<file path="src/rtl/pmlm_pkg.sv">
`timescale 1ns / 1ps
// ----------------------------------------------------------------------------
// pmlm_pkg
// shared constants, codes and types of the priority mutex lock manager
// ----------------------------------------------------------------------------
package pmlm_pkg;

  localparam int QUEUE_DEPTH = 16;
  localparam int NUM_LOCKS   = 3;

  localparam int ID_W    = 8;
  localparam int PRI_W   = 8;
  localparam int LID_W   = 2;
  localparam int LEFT_W  = 5;
  localparam int IDX_W   = (QUEUE_DEPTH > 1) ? $clog2(QUEUE_DEPTH) : 1;
  localparam int CNT_W   = $clog2(QUEUE_DEPTH + 1);
  localparam int LOCK_W  = (NUM_LOCKS > 1) ? $clog2(NUM_LOCKS) : 1;
  localparam int ENTRIES = NUM_LOCKS * QUEUE_DEPTH;
  localparam int ADDR_W  = (ENTRIES > 1) ? $clog2(ENTRIES) : 1;

  localparam int IN_DATA_W  = 24;
  localparam int OUT_DATA_W = 16;

  typedef enum logic [2:0] {
    ST_ACQUIRED   = 3'd0,
    ST_QUEUED     = 3'd1,
    ST_FULL       = 3'd2,
    ST_RELEASED   = 3'd3,
    ST_HANDOVER   = 3'd4,
    ST_NOT_HOLDER = 3'd5,
    ST_INVALID    = 3'd6
  } status_e;

  typedef enum logic {
    REQ_WAIT   = 1'b0,
    REQ_SIGNAL = 1'b1
  } req_type_e;

  typedef struct packed {
    logic [PRI_W-1:0] proc_priority;
    logic [ID_W-1:0]  proc_id;
    logic [LID_W-1:0] lock_id;
    req_type_e        req_type;
  } req_t;

  typedef struct packed {
    logic [LEFT_W-1:0] waiters_left;
    logic [ID_W-1:0]   woken_id;
    status_e           status;
  } res_t;

  typedef struct packed {
    logic [PRI_W-1:0] pri;
    logic [ID_W-1:0]  id;
  } waiter_t;

  typedef struct packed {
    logic              rd_en;
    logic [ADDR_W-1:0] rd_addr;
    logic              wr_en;
    logic [ADDR_W-1:0] wr_addr;
    waiter_t           wr_data;
  } ram_req_t;

  function automatic logic [LEFT_W-1:0] to_left(input logic [CNT_W-1:0] cnt);
    return LEFT_W'(cnt);
  endfunction

endpackage

</file>
<file path="src/rtl/priority_mutex_lock_manager.sv">
`timescale 1ns / 1ps
// ----------------------------------------------------------------------------
// priority_mutex_lock_manager
// mutexes with priority ordered wait queues, one status beat per request beat
// ----------------------------------------------------------------------------
//  channel | dir | beat contents (lowest bit first)
//  in_*    | in  | req_type, lock_id, proc_id, proc_priority
//  out_*   | out | status, woken_id, waiters_left
//
//  one request at a time; acquire, queue, drop, idle release, non-holder and
//  invalid lock requests pass the decide state and the result register on to
//  the output register; a handover scans the queue through the single ram
//  read port and then compacts it behind the woken entry
//  synchronous active-low reset empties all locks and queues at once
//  a stalled output holds its beat while the next request may be accepted
// ----------------------------------------------------------------------------
module priority_mutex_lock_manager (
  input  logic        clk,
  input  logic        rst_n,
  input  logic        in_tvalid,
  output logic        in_tready,
  input  logic [23:0] in_tdata,   // req_type, lock_id, proc_id, proc_priority
  output logic        out_tvalid,
  input  logic        out_tready,
  output logic [15:0] out_tdata   // status, woken_id, waiters_left
);
  import pmlm_pkg::*;

  req_t     req;
  res_t     res;
  logic     res_valid;
  logic     res_ready;
  ram_req_t ram_req;
  waiter_t  ram_rd_data;
  res_t     out_r;
  logic     out_valid_r;

  assign req.req_type      = req_type_e'(in_tdata[0]);
  assign req.lock_id       = in_tdata[2:1];
  assign req.proc_id       = in_tdata[10:3];
  assign req.proc_priority = in_tdata[18:11];

  assign res_ready  = !out_valid_r || out_tready;
  assign out_tvalid = out_valid_r;
  assign out_tdata  = {out_r.waiters_left, out_r.woken_id, out_r.status};

  always_ff @(posedge clk) begin
    if (!rst_n) begin
      out_valid_r <= 1'b0;
    end else if (res_ready) begin
      out_valid_r <= res_valid;
      if (res_valid) begin
        out_r <= res;
      end
    end
  end

  pmlm_ctrl u_ctrl (
    .clk         (clk),
    .rst_n       (rst_n),
    .req_valid   (in_tvalid),
    .req         (req),
    .req_ready   (in_tready),
    .res_valid   (res_valid),
    .res         (res),
    .res_ready   (res_ready),
    .ram_req     (ram_req),
    .ram_rd_data (ram_rd_data)
  );

  pmlm_queue_ram u_queue_ram (
    .clk     (clk),
    .req     (ram_req),
    .rd_data (ram_rd_data)
  );

endmodule

</file>
<file path="src/rtl/pmlm_queue_ram.sv">
`timescale 1ns / 1ps
// ----------------------------------------------------------------------------
// pmlm_queue_ram
// wait queue store of all locks, one write and one registered read per cycle
// ----------------------------------------------------------------------------
module pmlm_queue_ram (
  input  logic               clk,
  input  pmlm_pkg::ram_req_t req,
  output pmlm_pkg::waiter_t  rd_data
);
  import pmlm_pkg::*;

  waiter_t mem [ENTRIES];

  always_ff @(posedge clk) begin
    if (req.wr_en) begin
      mem[req.wr_addr] <= req.wr_data;
    end
  end

  always_ff @(posedge clk) begin
    if (req.rd_en) begin
      rd_data <= mem[req.rd_addr];
    end
  end

endmodule

</file>
<file path="src/rtl/pmlm_ctrl.sv">
`timescale 1ns / 1ps
// ----------------------------------------------------------------------------
// pmlm_ctrl
// lock table and request sequencer: decide, priority scan, queue compaction
// ----------------------------------------------------------------------------
module pmlm_ctrl (
  input  logic               clk,
  input  logic               rst_n,
  input  logic               req_valid,
  input  pmlm_pkg::req_t     req,
  output logic               req_ready,
  output logic               res_valid,
  output pmlm_pkg::res_t     res,
  input  logic               res_ready,
  output pmlm_pkg::ram_req_t ram_req,
  input  pmlm_pkg::waiter_t  ram_rd_data
);
  import pmlm_pkg::*;

  typedef enum logic [2:0] {
    S_IDLE,
    S_DECIDE,
    S_SCAN,
    S_SHIFT,
    S_RESULT
  } state_t;

  state_t            state_r;
  req_t              req_r;
  res_t              res_r;
  logic              busy_r  [NUM_LOCKS];
  logic [ID_W-1:0]   owner_r [NUM_LOCKS];
  logic [CNT_W-1:0]  cnt_r   [NUM_LOCKS];
  logic [CNT_W-1:0]  idx_r;
  logic              dv_r;
  logic [IDX_W-1:0]  dv_idx_r;
  logic [PRI_W-1:0]  best_r;
  logic [IDX_W-1:0]  sel_r;
  logic [ID_W-1:0]   woken_r;

  logic              lk_ok;
  logic [LOCK_W-1:0] lk_idx;
  logic [ADDR_W-1:0] base;
  logic [CNT_W-1:0]  cnt_cur;
  logic              busy_cur;
  logic [ID_W-1:0]   owner_cur;
  logic              rd_more;
  logic              take;
  logic [IDX_W-1:0]  sel_cur;
  logic [ID_W-1:0]   woken_cur;
  logic              scan_last;

  assign lk_ok     = 32'(req_r.lock_id) < NUM_LOCKS;
  assign lk_idx    = lk_ok ? LOCK_W'(req_r.lock_id) : '0;
  assign base      = ADDR_W'(lk_idx) * ADDR_W'(QUEUE_DEPTH);
  assign cnt_cur   = cnt_r[lk_idx];
  assign busy_cur  = busy_r[lk_idx];
  assign owner_cur = owner_r[lk_idx];
  assign rd_more   = idx_r < cnt_cur;

  assign take      = dv_r && ((dv_idx_r == '0) || (ram_rd_data.pri > best_r));
  assign sel_cur   = take ? dv_idx_r : sel_r;
  assign woken_cur = take ? ram_rd_data.id : woken_r;
  assign scan_last = dv_r && (CNT_W'(dv_idx_r) == cnt_cur - CNT_W'(1));

  assign req_ready = (state_r == S_IDLE);
  assign res_valid = (state_r == S_RESULT);
  assign res       = res_r;

  always_comb begin
    ram_req         = '0;
    ram_req.rd_addr = base + ADDR_W'(idx_r[IDX_W-1:0]);
    case (state_r)
      S_DECIDE: begin
        ram_req.wr_en        = lk_ok && req_r.req_type == REQ_WAIT && busy_cur &&
                               cnt_cur < CNT_W'(QUEUE_DEPTH);
        ram_req.wr_addr      = base + ADDR_W'(cnt_cur[IDX_W-1:0]);
        ram_req.wr_data.pri  = req_r.proc_priority;
        ram_req.wr_data.id   = req_r.proc_id;
      end
      S_SCAN: begin
        ram_req.rd_en = rd_more;
      end
      S_SHIFT: begin
        ram_req.rd_en   = rd_more;
        ram_req.wr_en   = dv_r;
        ram_req.wr_addr = base + ADDR_W'(dv_idx_r);
        ram_req.wr_data = ram_rd_data;
      end
      default: begin
        ram_req.rd_en = 1'b0;
      end
    endcase
  end

  always_ff @(posedge clk) begin
    if (!rst_n) begin
      state_r <= S_IDLE;
      dv_r    <= 1'b0;
      for (int i = 0; i < NUM_LOCKS; i++) begin
        busy_r[i]  <= 1'b0;
        owner_r[i] <= '0;
        cnt_r[i]   <= '0;
      end
    end else begin
      case (state_r)
        S_IDLE: begin
          if (req_valid) begin
            req_r   <= req;
            state_r <= S_DECIDE;
          end
        end
        S_DECIDE: begin
          res_r.woken_id <= '0;
          idx_r          <= '0;
          dv_r           <= 1'b0;
          if (!lk_ok) begin
            res_r.status       <= ST_INVALID;
            res_r.waiters_left <= '0;
            state_r            <= S_RESULT;
          end else if (req_r.req_type == REQ_WAIT) begin
            state_r <= S_RESULT;
            if (!busy_cur) begin
              busy_r[lk_idx]     <= 1'b1;
              owner_r[lk_idx]    <= req_r.proc_id;
              res_r.status       <= ST_ACQUIRED;
              res_r.waiters_left <= to_left(cnt_cur);
            end else if (cnt_cur < CNT_W'(QUEUE_DEPTH)) begin
              cnt_r[lk_idx]      <= cnt_cur + CNT_W'(1);
              res_r.status       <= ST_QUEUED;
              res_r.waiters_left <= to_left(cnt_cur + CNT_W'(1));
            end else begin
              res_r.status       <= ST_FULL;
              res_r.waiters_left <= to_left(cnt_cur);
            end
          end else if (!busy_cur || owner_cur != req_r.proc_id) begin
            res_r.status       <= ST_NOT_HOLDER;
            res_r.waiters_left <= to_left(cnt_cur);
            state_r            <= S_RESULT;
          end else if (cnt_cur == '0) begin
            busy_r[lk_idx]     <= 1'b0;
            owner_r[lk_idx]    <= '0;
            res_r.status       <= ST_RELEASED;
            res_r.waiters_left <= to_left(cnt_cur);
            state_r            <= S_RESULT;
          end else begin
            state_r <= S_SCAN;
          end
        end
        S_SCAN: begin
          dv_idx_r <= idx_r[IDX_W-1:0];
          if (take) begin
            best_r <= ram_rd_data.pri;
          end
          sel_r   <= sel_cur;
          woken_r <= woken_cur;
          if (scan_last) begin
            idx_r   <= CNT_W'(sel_cur) + CNT_W'(1);
            dv_r    <= 1'b0;
            state_r <= S_SHIFT;
          end else begin
            if (rd_more) begin
              idx_r <= idx_r + CNT_W'(1);
            end
            dv_r <= rd_more;
          end
        end
        S_SHIFT: begin
          if (rd_more) begin
            idx_r <= idx_r + CNT_W'(1);
          end
          dv_r     <= rd_more;
          dv_idx_r <= IDX_W'(idx_r - CNT_W'(1));
          if (!rd_more && !dv_r) begin
            cnt_r[lk_idx]      <= cnt_cur - CNT_W'(1);
            owner_r[lk_idx]    <= woken_r;
            res_r.status       <= ST_HANDOVER;
            res_r.woken_id     <= woken_r;
            res_r.waiters_left <= to_left(cnt_cur - CNT_W'(1));
            state_r            <= S_RESULT;
          end
        end
        S_RESULT: begin
          if (res_ready) begin
            state_r <= S_IDLE;
          end
        end
        default: begin
          state_r <= S_IDLE;
        end
      endcase
    end
  end

endmodule

</file>
<file path="config.mk">
export PLATFORM = sky130hd
export DESIGN_NAME = priority_mutex_lock_manager
export DESIGN_NICKNAME = d
export VERILOG_FILES = /design/src/rtl/pmlm_pkg.sv /design/src/rtl/priority_mutex_lock_manager.sv /design/src/rtl/pmlm_queue_ram.sv /design/src/rtl/pmlm_ctrl.sv
export SDC_FILE = /design/constraint.sdc
export NUM_CORES = 1
export LEC_CHECK = 0
export ABC_AREA = 0
export BUFFER_PORTS_ARGS = -buffer_cell sky130_fd_sc_hd__buf_2
export CAP_MARGIN = 20
export CORE_ASPECT_RATIO = 1.1
export CORE_UTILIZATION = 55
export CTS_CLUSTER_DIAMETER = 200
export DETAILED_ROUTE_END_ITERATION = 12
export PLACE_DENSITY = 0.81
export SLEW_MARGIN = 0
export SYNTH_ARGS = -nofsm -noshare
export SYNTH_HDL_FRONTEND = slang
export SYNTH_HIERARCHICAL = 1
export SYNTH_SLANG_ARGS = --single-unit
export TNS_END_PERCENT = 1
</file>
<file path="constraint.sdc">
create_clock -name clk -period 4.2 [get_ports clk]
set_input_delay 0 -clock clk [delete_from_list [all_inputs] [get_ports clk]]
set_output_delay 0 -clock clk [all_outputs]
set_load 0.01 [all_outputs]
</file>
* Word level (Yosys, flattened, before mapping)
Memories as Yosys holds them, arrays and structs flattened. A register that Yosys moved wholly into a read port is not among the register bits.
Cells that the tools add are included.
** Word-level totals
- Flip-flop bits (word level) :: 85
- Bits in latches :: 0
- RAM bits :: 810
- Memory bits (read-only) :: 0
- Bits of input ports :: 28
- Output and inout bits :: 18
- Word-level logic and storage cells :: 155
- Memories kept :: 4
** Operators by class
- $add $sub $neg :: 8
- $mul :: 0
- Div/mod/pow operators :: 0
- Magnitude comparators :: 4
- Equal/unequal tests :: 11
- Shift operators :: 0
- Multiplexer cells :: 73
- Bitwise gates (word level) :: 5
- Reductions and logical operators :: 32
** Memory list
- u_queue_ram.mem :: words 48, bits a word 16, read ports 1, clocked after Yosys merged registers in 1, wr ports 1, line pmlm_queue_ram.sv:13 : waiter_t mem [ENTRIES];
- u_ctrl.owner_r :: words 3, bits a word 8, read ports 1, clocked after Yosys merged registers in 0, wr ports 3, line pmlm_ctrl.sv:32 : logic [ID_W-1:0] owner_r [NUM_LOCKS];
- u_ctrl.cnt_r :: words 3, bits a word 5, read ports 1, clocked after Yosys merged registers in 0, wr ports 3, line pmlm_ctrl.sv:33 : logic [CNT_W-1:0] cnt_r [NUM_LOCKS];
- u_ctrl.busy_r :: words 3, bits a word 1, read ports 1, clocked after Yosys merged registers in 0, wr ports 3, line pmlm_ctrl.sv:31 : logic busy_r [NUM_LOCKS];
** Operators with widths (count)
- $mux 5 :: 10
- $pmux 23 s2 :: 1
- $mux 3 :: 13
- $mux 1 :: 34
- $pmux 16 s2 :: 1
- $mux 8 :: 3
- $add 6x4->6 :: 3
- $mux 16 :: 1
- $pmux 3 s5 :: 1
- $pmux 5 s3 :: 1
- $reduce_and 3->1 :: 4
- $add 5x1->5 const B :: 2
- $mux 2 :: 5
- $gt 8x8->1 :: 1
- $ne 8x8->1 :: 1
- $pmux 4 s2 :: 1
- $reduce_and 4->1 :: 2
- $reduce_or 8->1 :: 1
- $eq 3x2->1 const B :: 2
- $logic_and 1x1->1 :: 6
- $ne 2x1->1 const B :: 3
- $reduce_and 2->1 :: 3
- $add 4x1->5 const B :: 1
- $eq 4x5->1 :: 1
- other kinds (23) :: 32

* Depth between registers and ports, before layout
Gate-level depths: netlist (run 1).
An unclocked memory read counts as a cell.
- Depth after elaboration :: 15
- Mapped depth :: 16
- Gate-level depth less buffers :: 12

* Hierarchy
The synthesis (run 1) kept the hierarchy.
** Modules (own cells, without submodules)
- pmlm_queue_ram :: instances 1, cells each 1499, area an instance 30460.5 µm²
- pmlm_ctrl :: instances 1, cells each 538, area an instance 6577.6 µm²
- priority_mutex_lock_manager :: instances 1, cells each 21, area an instance 531.8 µm²

* Worst setup path after synthesis (run 1)
No wires, ideal clock.
- Path kind :: reg2reg
- Start point :: reg u_ctrl/req_r[2] in the netlist's numbering
- End point :: mem u_queue_ram/mem[18][0] in the netlist's numbering (enable)
- Setup time :: 409 ps
- Data arrival time :: 3770 ps
- Required time :: 3791 ps
- Setup slack :: 20 ps
- Cell stages (with the launch flop) :: 11
- Path buffers :: 1
- Period minus slack after synthesis :: 4180 ps
- Path through :: edfxtp_1 -> inv_1 -> ha_1 -> buf_6 -> mux4_1 -> nor2_1 -> a22oi_1 -> nor2_1 -> nor4bb_1 -> nand2_1 -> nor3_1
** RTL lines
- start, declared :: line pmlm_ctrl.sv:29 : req_t req_r;
- start signal, assigned :: line pmlm_ctrl.sv:109 : req_r <= req;
- end, declared :: line pmlm_queue_ram.sv:13

==> metrics.txt, run 1 <==
outcome=finished clean; final HPWL from detailed placement=between 50 and 60 mm; CP delay by family, top=simple AND/OR/NAND/NOR gates; Seq/Total Area, Yosys=0.737; drt pass-1 iters=6; cells along the critical path=inv_1 > ha_1 > mux4_1 > nor2_1 > a22oi_1 > nor2_1 > buf_4 > nor2b_1 > nand3_1 > nor2_1 > buf_4; Final min period=4.05 ns; maximum clock frequency=247 MHz; Total GRT Usage=0.250; Setup-failing EPs final=0; slowest CP cell=mux4_1; vias in the first global route=just over 20000; First DRT Iteration DRCs=2682; ant diodes=0; max-cap violation count=0; cell count after synthesis=2058; Cell Rows=100; worst min path class=input port to flip-flop; Area contributors post-synth=edfxtp_1, mux2i_1, mux4_2; Final Hold Vio Count=0; worst-case clock buffer depth=3; largest family of logic cells by synthesized area=multiplexers; Reg area=0.0277 mm²; Seq cells post-synth=925; Synth Area in Compound Gates=0.0587; adder and majority gate portion of the synthesized area=0.00799; most common cell in the netlist=edfxtp_1; Critical Path Max Stage Delay=0.74 ns; critical path's most frequent cell=nor2_1; area share of the largest cell type after synthesis=0.733; Pleak=14.2 nW; # fillers=4314; YS warnings=6; Synth Cell Area=0.0376 mm²; Vias per Instance=6.51; core area=roughly 0.068 mm²; Syn Nets=2110; PD cells=431 mW/mm²; Placement Setup Slack=between 0.1 and 0.15 ns; Antenna Nets Post-Route=0; antenna violations before repair=0; critical path class=flip-flop to flip-flop; Initial Util=0.556; simple-gate area share of the yosys netlist=0.0356; final worst slack=0.150 ns; max_slew headroom=0.342; layout cells sized above 1=0.184; Worst Path Buf+Inv=3; gpl congestion=0.914; RSZ-0062 raised after global routing=true; setup bufs post-CTS=0; largest net degree at the start of global routing=70; data required time of the worst path=4.51 ns; WL per Instance=27.8 µm; ys async rst share=0; clock transition at the registers of the reported paths=0.06 ns; Post-synth EDFFs=917; Inserted Clock Buffers=85; Crit path arrival time=approximately 4.4 ns; Root Buffer Master=clkbuf_16; Yosys cell types=68; top cells by count, synth=edfxtp_1, mux2i_1, nor2_1; Area Growth Syn to Fin=13.2%; critical path endpoint category=flip-flop; CTS tree=done; Via Count=20500; post-synth top area cell=edfxtp_1; first-pass GRT wire length=128 mm; DRC violations left=0; Stages on worst setup path=11; sink count of the clock tree=925; clock skew=0.0284 ns; post-synthesis mux area share=0.131; grt total ovfl=0; Synth Flop Type=edfxtp_1; Synth Area in XOR/XNOR=0.00626; Startpoint Class=flip-flop; die width=~250 µm; Avg Synthesized Cell Area=18.3 µm²; Slew @ Worst Pin=0.985 ns; hold_ws=around 0.063 ns; WHS Path Cells=2; Clk Latency, worst-skew pair=0.65 ns; Nets=2263; die area=about 0.069 mm²; I/O Buffers=40; CTS H-tree lvls=3; fin. max-slew vios=0; R2R cell count=11; VDD IR max=0.332 mV; Final Cycle Share=0.964; io pins=46; Die Ht=276 µm; total wire length=87.4 mm; maximum fanout along the worst path=16; area of the multi-input gates=0.00918 mm²
-- routing by layer --
metal,wire (µm),global-route usage,up-vias,share of wire
li1,-,-,8589,-
met1,32600,0.336,10400,0.37
met2,42000,0.400,1263,0.48
met3,8690,0.0426,203,0.099
met4,4100,0.120,0,0.047
met5,0,0,-,0
-- state kept, by name, summed over array words and instances, names as in the netlist, 4 cells and up --
name / cells
u_queue_ram/rd_data: 16
out_tdata: 16
u_ctrl/idx_r: 5
u_ctrl/owner_r: 32
u_ctrl/woken_r: 8
u_queue_ram/mem: 768
u_ctrl/res: 16
u_ctrl/busy_r: 4
u_ctrl/dv_idx_r: 4
u_ctrl/cnt_r: 20
u_ctrl/sel_r: 4
u_ctrl/req_r: 19
u_ctrl/best_r: 8
-- layout by cell type, fill, tap and decap left out, types with 7 or more instances in the layout --
master / synthesis / layout
a21oi_1: 52 / 52
a221oi_1: 33 / 33
a22o_1: 49 / 49
a22oi_1: 70 / 70
and2_1: 29 / 28
and3_1: 11 / 11
buf_12: 0 / 18
buf_16: 0 / 7
buf_2: 23 / 40
buf_4: 21 / 94
clkbuf_1: 44 / 22
clkbuf_16: 0 / 87
clkinv_1: 0 / 17
clkinv_2: 0 / 11
dfxtp_1: 8 / 8
dlygate4sd3_1: 0 / 24
edfxtp_1: 917 / 917
ha_1: 24 / 23
inv_1: 37 / 37
mux2i_1: 288 / 288
mux4_2: 82 / 82
nand2_1: 44 / 44
nand2b_1: 9 / 8
nand3_1: 11 / 11
nand4_1: 8 / 8
nor2_1: 97 / 81
nor2_4: 0 / 17
nor2b_1: 11 / 9
nor3_1: 13 / 8
o21ai_0: 15 / 15
o22ai_1: 21 / 21
o41ai_2: 16 / 16
xnor2_1: 18 / 18
xor2_1: 7 / 7
-- area by class of cell --
cell class / instances / share of cell area
Timing Repair Buffer: 185 / 0.0405
Tap cell: 867 / 0.0255
Multi-Input combinational cell: 977 / 0.216
Clock inverter: 43 / 0.0102
Clock buffer: 109 / 0.0531
Inverter: 37 / 0.00327
Sequential cell: 925 / 0.651
-- report_power, final --
part / internal [mW] / switching [mW]
logic: 0.238 / 0.424
clock network: 4.19 / 3.31
registers: 10.1 / 0.0256
total: 14.6 / 3.76
-- metrics by stage --
step	TNS (ns)	util	power [mW]	cell area, µm²	instances
finish	0	0.629	18.3	42500	3143
global route	-1.29	0.629	18.7	42500	3143
CTS	0	0.625	18.4	42200	3128
detailed placement	0	0.581	11.0	39300	2952
global placement	0	0.580	10.9	39200	2949
floorplan	0	-	10.7	37600	2058
-- logic make-up (layout without fill, tap and decap cells) --
group                    Yosys count  after routing
flip-flops                       925            925
buffers and inverters            156            374
XOR/XNOR                          26             26
adder cells (fa/ha/maj)           24             24
multiplexers                     380            380
AND/OR/NAND/NOR                  263            263
AO/OA/AOI/OAI                    284            284
-- path summary, 6_finish.rpt --
path | startpoint | end | slack, ns
setup reg to reg | u_ctrl/req_r[2]$_DFFE_PP_ | u_queue_ram/mem[13][14]$_DFFE_PP_ | 0.15
setup / recovery | u_ctrl/req_r[2]$_DFFE_PP_ | u_queue_ram/mem[13][14]$_DFFE_PP_ | 0.15
hold / removal | in_tdata[10] | u_ctrl/req_r[10]$_DFFE_PP_ | 0.06
hold reg to reg | u_ctrl/res[10]$_SDFFCE_PN0P_ | out_tdata[10]$_DFFE_PP_ | 0.42
-- timing repair --
| item | 4_1_cts | 5_1_grt |
|---|---|---|
| resized for setup | 0 | 0 |
| setup endpoints to repair | 0 | 57 |
| hold endpoints to repair | 66 | 0 |
| hold buffers | 24 | 0 |
No activity file was read; power rests on OpenSTA's default activity.
==> inputs of run 2 (changes only) <==
--- a/config.mk
+++ b/config.mk
@@ -12,7 +12,8 @@
 export CORE_UTILIZATION = 55
 export CTS_CLUSTER_DIAMETER = 200
 export DETAILED_ROUTE_END_ITERATION = 12
-export PLACE_DENSITY = 0.81
+export GPL_ROUTABILITY_DRIVEN = 0
+export PLACE_DENSITY_LB_ADDON = 0.25
 export SLEW_MARGIN = 0
 export SYNTH_ARGS = -nofsm -noshare
 export SYNTH_HDL_FRONTEND = slang
==> metrics.txt, run 2 (same netlist as run 1, synthesis figures left out) <==
RSZ-0062 raised after global routing=false; Nets=2276; final worst slack=0.254 ns; Root Buffer Master=clkbuf_16; die area=0.0694 mm²; fin. max-slew vios=0; Startpoint Class=flip-flop; Placement Setup Slack=0.301 ns; DRC violations left=0; maximum fanout along the worst path=8; PD cells=438 mW/mm²; Slew @ Worst Pin=1.01 ns; most frequent cells in the layout=edfxtp_1, mux2i_1, buf_4, clkbuf_16, mux4_2; Critical Path Max Stage Delay=0.64 ns; Antenna Nets Post-Route=0; I/O Buffers=40; core area=0.0676 mm²; grt total ovfl=0; CTS tree=done; total wire length=85.6 mm; post-route insts no fill=approximately 3200; vias in the first global route=19700; outcome=finished clean; final HPWL from detailed placement=approximately 53 mm; max_slew headroom=0.324; critical path endpoint category=flip-flop; sink count of the clock tree=between 900 and 1000; First DRT Iteration DRCs=around 1900; WL per Instance=between 20 and 30 µm; antenna violations before repair=0; maximum clock frequency=253 MHz; VDD IR max=0.322 mV; Cell Rows=100; Setup-failing EPs final=0; Vias per Instance=about 6.2; Layout Utilization=0.634; most flop-heavy register=u_queue_ram/mem; Final Cell Area=0.0428 mm²; die width=251 µm; critical path class=flip-flop to flip-flop; drt pass-1 iters=5; Initial Util=0.556; largest net degree at the start of global routing=80; Clk Latency, worst-skew pair=0.64 ns; Total GRT Usage=0.248; first-pass GRT wire length=126 mm; Pleak=14.4 nW; Die Ht=276 µm; layout cells sized above 1=0.194; io pins=46; CTS resizes=0; placed inst area=between 0.03 and 0.04 mm²; data required time of the worst path=4.78 ns; Final Cycle Share=0.939; cells along the critical path=inv_1 > ha_1 > mux4_1 > inv_1 > ha_1 > a21o_1 > a21o_1 > a211oi_2 > buf_4 > or2_2 > a22oi_1 > a21oi_1 > dlygate4sd3_1; Inserted Clock Buffers=88; Setup TNS Final=0 ns; slowest CP cell=mux4_1; worst min path class=input port to flip-flop; commonest non-fill, non-tap cell in the layout=edfxtp_1; Area Growth Syn to Fin=14.0%; # placed instances=2965; flip-flop count of the largest register after layout=roughly 770; max-cap violation count=0; Final min period=3.95 ns; Crit path arrival time=4.52 ns; top flop regs=u_queue_ram/mem x768, u_ctrl/owner_r x32, u_ctrl/cnt_r x20; CTS H-tree lvls=3; clock transition at the registers of the reported paths=roughly 0.070 ns; Final Hold Vio Count=0; Via Count=19700; clock skew=0.0234 ns; worst-case clock buffer depth=3
run 2: cell types whose count changed in the layout (fill, tap and decap cells not counted), moves of 4 or more:
cell | previous run | this run
buf_4 | 94 | 103
clkbuf_1 | 22 | 14
buf_12 | 18 | 23
clkbuf_16 | 87 | 92
bufinv_16 | 6 | 10
clkinv_1 | 17 | 21
clkinv_2 | 11 | 15
run 2: path summary, 6_finish.rpt:
check	from	end	slack (ns)	cells after the start
worst min-delay path	in_tdata[13]	u_ctrl/req_r[13]$_DFFE_PP_	0.09	2
worst max-delay path	u_ctrl/req_r[2]$_DFFE_PP_	u_ctrl/state_r[0]$_SDFFE_PN0P_	0.25	13
worst min register to register	u_ctrl/res[14]$_DFFE_PP_	out_tdata[14]$_DFFE_PP_	0.41	0
worst max register to register	u_ctrl/req_r[2]$_DFFE_PP_	u_ctrl/state_r[0]$_SDFFE_PN0P_	0.25	13
run 2: stage by stage:
stage,power (mW),hold WS (ns)
finish,18.8,0.0877
global route,19.3,0.0715
CTS,18.9,0.0444
detailed placement,11.0,0.178
global placement,11.0,0.179
floorplan,10.7,0.0989
run 2: final cells by class:
type                       count  area [µm²]
antenna                        2        5.00
clock buffer                 106        2350
clock inverter                57         552
fill                        4572       24700
inverter                      37         139
multi-input combinational    977        9180
sequential                   925       27700
tap                          867        1080
timing repair buffer         195        1810
run 2: where the power goes:
part / switching [mW] / internal, mW
sequential: 0.0254 / 10.1
clock: 3.32 / 4.62
combinational: 0.417 / 0.239
run 2: routing by layer:
| layer | GRT usage | wire (µm) |
|---|---|---|
| met3 | 0.0379 | 6310 |
| met2 | 0.398 | 41000 |
| met4 | 0.113 | 3750 |
| met5 | 0 | 0 |
| met1 | 0.339 | 34500 |
run 2: what timing repair did:
item	CTS	global route
hold endpoints to repair	49	0
setup endpoints to repair	0	8
setup buffers	0	3
hold buffers	24	0
run 2: worst max-delay path, delay by kind of cell (launching register included):
family,cells,cell delay (ns)
AO/OA/AOI/OAI,5,0.94
multiplexers,1,0.64
flip-flops,1,0.46
buffers and inverters,4,1.04
AND/OR/NAND/NOR,1,0.14
adder cells (fa/ha/maj),2,0.68
